`config.mk`:
```
export PLATFORM = sky130hd
export DESIGN_NAME = lta_cell
export DESIGN_NICKNAME = d
export VERILOG_FILES = /design/src/sv/lta_pkg.sv /design/src/sv/lta_cell.sv
export SDC_FILE = /design/constraint.sdc
export NUM_CORES = 1
export LEC_CHECK = 0
export BUFFER_PORTS_ARGS = -buffer_cell sky130_fd_sc_hd__buf_2
export CAP_MARGIN = 0
export CORE_ASPECT_RATIO = 0.8
export CORE_MARGIN = 4
export CORE_UTILIZATION = 25
export CTS_CLUSTER_DIAMETER = 100
export CTS_CLUSTER_SIZE = 10
export DETAILED_ROUTE_END_ITERATION = 8
export HOLD_SLACK_MARGIN = 0.05
export SLEW_MARGIN = 20
export SYNTH_ARGS = -nofsm -noshare
export SYNTH_HDL_FRONTEND = slang
export SYNTH_SLANG_ARGS = --single-unit
```
`constraint.sdc`:
```
create_clock -name clk_i -period 3.5 [get_ports clk_i]
set_input_delay 0.7 -clock clk_i [delete_from_list [all_inputs] [get_ports clk_i]]
set_output_delay 0.7 -clock clk_i [all_outputs]
set_load 0.005 [all_outputs]
```
`src/sv/lta_pkg.sv`:
```
// shared types and codes for the lru tile allocator
`default_nettype none

package lta_pkg;

  localparam int unsigned IdxBits  = 8;
  localparam int unsigned CntBits  = 9;
  localparam int unsigned FrmBits  = 32;
  localparam int unsigned OwnBits  = 16;

  localparam logic [2:0] CMD_ALLOC    = 3'd0;
  localparam logic [2:0] CMD_FREE     = 3'd1;
  localparam logic [2:0] CMD_FREE_ALL = 3'd2;
  localparam logic [2:0] CMD_TOUCH    = 3'd3;
  localparam logic [2:0] CMD_BEGIN    = 3'd4;

  localparam logic [1:0] ST_OK    = 2'd0;
  localparam logic [1:0] ST_NOFIT = 2'd1;
  localparam logic [1:0] ST_RANGE = 2'd2;

  // search token passed from cell to cell
  typedef struct packed {
    logic               vld;
    logic               free_hit;
    logic [IdxBits-1:0] free_idx;
    logic               old_hit;
    logic [FrmBits-1:0] old_frame;
    logic [IdxBits-1:0] old_idx;
    logic [CntBits-1:0] cnt;
  } lta_tok_t;

  // update broadcast to every cell
  typedef struct packed {
    logic               free_all;
    logic               free_en;
    logic               touch_en;
    logic               grant_en;
    logic [IdxBits-1:0] idx;
    logic [OwnBits-1:0] owner;
    logic [FrmBits-1:0] frame;
  } lta_ctl_t;

endpackage

`default_nettype wire

```
`src/sv/lta_cell.sv`:
```
// one tile entry of the allocator chain with its search stage
`default_nettype none

module lta_cell #(
  parameter int unsigned Idx       = 0,
  parameter int unsigned OwnerBits = 16
) (
  input  wire                clk_i,
  input  wire                rst_ni,
  input  lta_pkg::lta_ctl_t  ctl_i,
  input  lta_pkg::lta_tok_t  tok_i,
  output lta_pkg::lta_tok_t  tok_o
);
  import lta_pkg::*;

  logic                   busy_q;
  logic [OwnerBits-1:0]   owner_q;
  logic [FrmBits-1:0]     last_q;
  logic                   sel;
  logic [OwnerBits+OwnBits-1:0] own_ext;
  logic                   vld_q;
  lta_tok_t               tok_d;
  lta_tok_t               tok_q;

  assign sel     = (ctl_i.idx == IdxBits'(Idx));
  assign own_ext = {{OwnerBits{1'b0}}, ctl_i.owner};

  always_ff @(posedge clk_i or negedge rst_ni) begin
    if (!rst_ni) begin
      busy_q <= 1'b0;
      last_q <= '0;
    end else if (ctl_i.free_all || (ctl_i.free_en && sel)) begin
      busy_q <= 1'b0;
      last_q <= '0;
    end else if (ctl_i.grant_en && sel) begin
      busy_q <= 1'b1;
      last_q <= ctl_i.frame;
    end else if (ctl_i.touch_en && sel) begin
      last_q <= ctl_i.frame;
    end
  end

  always_ff @(posedge clk_i) begin
    if (ctl_i.grant_en && sel) begin
      owner_q <= own_ext[OwnerBits-1:0];
    end
  end

  always_comb begin
    tok_d = tok_i;
    if (busy_q) begin
      tok_d.cnt = tok_i.cnt + CntBits'(1);
    end
    if (!busy_q && !tok_i.free_hit) begin
      tok_d.free_hit = 1'b1;
      tok_d.free_idx = IdxBits'(Idx);
    end
    if (last_q < tok_i.old_frame) begin
      tok_d.old_hit   = 1'b1;
      tok_d.old_frame = last_q;
      tok_d.old_idx   = IdxBits'(Idx);
    end
  end

  always_ff @(posedge clk_i or negedge rst_ni) begin
    if (!rst_ni) begin
      vld_q <= 1'b0;
    end else begin
      vld_q <= tok_i.vld;
    end
  end

  always_ff @(posedge clk_i) begin
    if (tok_i.vld) begin
      tok_q <= tok_d;
    end
  end

  always_comb begin
    tok_o     = tok_q;
    tok_o.vld = vld_q;
  end

endmodule

`default_nettype wire
```
==> flow_summary.ini <==
[global_routing]
grt_util_all_layers = 0.117
grt_pass1_vias = 3372
grt-ovfl-total = 0
antenna_found_initial = 0
grt_pass1_wl_mm = 18.2
grt_max_degree = 35

[finish]
antennaDiodeCount = 0
area_growth_pct = 32.1
stdcell_area_mm2 = 0.00599
n_fill_cell = 1823
instances_no_fill = 787
drive_above_1_share = 0.388
nNetsFinal = 711
utilization = 0.341

[die]
die_x_um = 159
ios = 182
rows = 43
initial_core_util = 0.258
dieArea_mm2 = 0.0204
core_mm2 = 0.0176
die_h_um = 128

[drt]
ant_nets = 0
wl_per_cell_um = 15.2
via_count = 3320
drt_iter0_drc = 115
drt-total-wl_mm = 11.9
drcViolationCount = 0
avgViaCountPerCell = 4.22
drtPass1Iterations = 4

[hold_path]
hold_path_class = input pin to async pin

[sta]
clock_skew_ps = 7.82
worstMarginPinSlew_ps = 877
hold_viol_final = 0
relSlewSlack = 0.415
period_needed_ps = 2960
fmax_mhz = 338
setup_viol = 0
whs_ps = 476
setup-tns-final_ps = 0
final_max_slew_viol_count = 0
period_share = 0.845
rsz0062_at_grt = no

[logic_synthesis]
synth_cell_types = 34
yosysMostFrequentCell = nand2_1
synth_area_per_cell_um2 = 11.6
syn_inst = 390
synth_edf_count = 59
syn_nets = 544
synth_common_cells = 74 x nand2_1, 59 x edfxtp_1, 43 x a21oi_1, 34 x dfrtp_1, 32 x ha_1
synth_area_leader_cell = edfxtp_1
seq_area_frac_synth = 0.578
synthTopCellsByArea = edfxtp_1 39%, dfrtp_1 19%, ha_1 8.8%, mux2_2 7.5%, nand2_1 6.1%
synthArstFlopShare = 0.366
syn_area_mm2 = 0.00453
synth_top_area_share = 0.391
ys_warn_count = 0
ys.flop_type = edfxtp_1
ys_seq_elements = 93

[place]
dp.cells = 771
dp_hpwl_mm = 8.81
port_buffers = 165
routabilityCongestion = 0.750
dpl-instance-area_mm2 = 0.00568

[flow_run]
drv_cap = 0

[setup_path]
worstPathRequired_ps = 3590
worst_ep_arrival_time_ps = 3040
cp_common_cell = a211o_1
worst_path_max_delay_cell = mux2_2
worstPathMaxFanout = 26
critPathMaxStageDelay_ps = 360
cp_cell_sequence = buf_2 -> inv_1 -> ha_1 -> a211o_1 -> a31oi_1 -> o221ai_1 -> a211o_1 -> a211oi_4 -> buf_12 -> mux2_2
end_kind = flop
startpoint_type = input pin
crit_type = input pin to flop

[clock_network]
clock_sinks = 93
cts_resized = 0
cts_setup_buffers = 0
worst_skew_pair.late_latency_ps = 340
clkTransAtPathRegs_ps = 70
htreeDepth = 3
ctsHoldBuffers = 0
clock-root-buffer = clkbuf_16
cts_inserted_buffers = 9
clockBufferDepth = 2
cts_tree = built

[power]
powerDensity_mw_per_mm2 = 407
p_leak_uw = 0.00284
ir_drop_mv = 0.180

[outcome]
status = complete, no violations
registers in the layout, indices dropped and copies added (netlist names):
register / count
busy_q: 1
tok_o: 59
vld_q: 1
last_q: 32
cells by family (layout without fill, tap and decap cells):
kind of cell,count (synthesis),after routing,share of synthesized area
compound gates,58,58,0.0737
xor+xnor,8,8,0.0155
fa+ha+maj,32,32,0.0883
buf+inv,46,218,0.0417
flops,93,93,0.578
mux,33,33,0.0820
simple gates,120,120,0.121
critical path: cells and delay by family:
| kind | cells | cell delay [ps] |
|---|---|---|
| compound gates | 5 | 1310 |
| fa+ha+maj | 1 | 310 |
| buf+inv | 3 | 370 |
| mux | 1 | 360 |
metal layers:
layer	routed length (um)	track usage	vias up
li1	-	-	1699
met1	5630	0.157	1517
met2	5510	0.188	95
met3	610	0.0279	9
met4	179	0.0406	0
met5	0	0	-
worst paths after layout:
path                            start         end  slack (ps)  cells after the start
max                         tok_i[19]   tok_o[25]         540                     10
min                            rst_ni  last_q[21]         480                      1
max reg2reg                 last_q[2]   tok_o[25]         610                      8
min reg2reg                last_q[13]  last_q[13]         540                      2
max in group asynchronous      rst_ni   last_q[7]        2470                      1
min in group clk_i         last_q[13]  last_q[13]         540                      2
per-stage QoR:
| step | setup WS [ps] | power [uW] |
|---|---|---|
| after global placement | 171 | 1420 |
| after floorplan | 566 | 1280 |
| after global routing | 426 | 2550 |
| final | 543 | 2440 |
| after detailed placement | 141 | 1420 |
| after CTS | 521 | 2490 |
placed cells by master, fill, tap and decap left out, types with 9 or more instances in the layout:
| master | netlist | layout |
|---|---|---|
| clkbuf_16 | 0 | 9 |
| a21oi_1 | 43 | 43 |
| dfrtp_1 | 34 | 34 |
| nor2_1 | 9 | 9 |
| nor2b_1 | 16 | 16 |
| mux2_2 | 30 | 30 |
| ha_1 | 32 | 32 |
| nand2_1 | 74 | 74 |
| inv_1 | 31 | 31 |
| edfxtp_1 | 59 | 59 |
| buf_2 | 1 | 165 |
power by group:
group	total [uW]	internal (uW)	leakage, uW	switching (uW)
clock network	1040	621	0.000143	421
registers	1210	1200	0.00106	8.08
logic	184	86.7	0.00163	97.1
cell type report:
class                           count  area, um2  area share
Sequential cell                    93       2620       0.438
Clock buffer                        9        225      0.0376
Tap cell                          225        282      0.0470
Timing Repair Buffer              171        921       0.154
Multi-Input combinational cell    251       1730       0.289
Inverter                           31        116      0.0194
Clock inverter                      7       90.1      0.0150
Note: power is estimated with default switching activity, not from simulation.
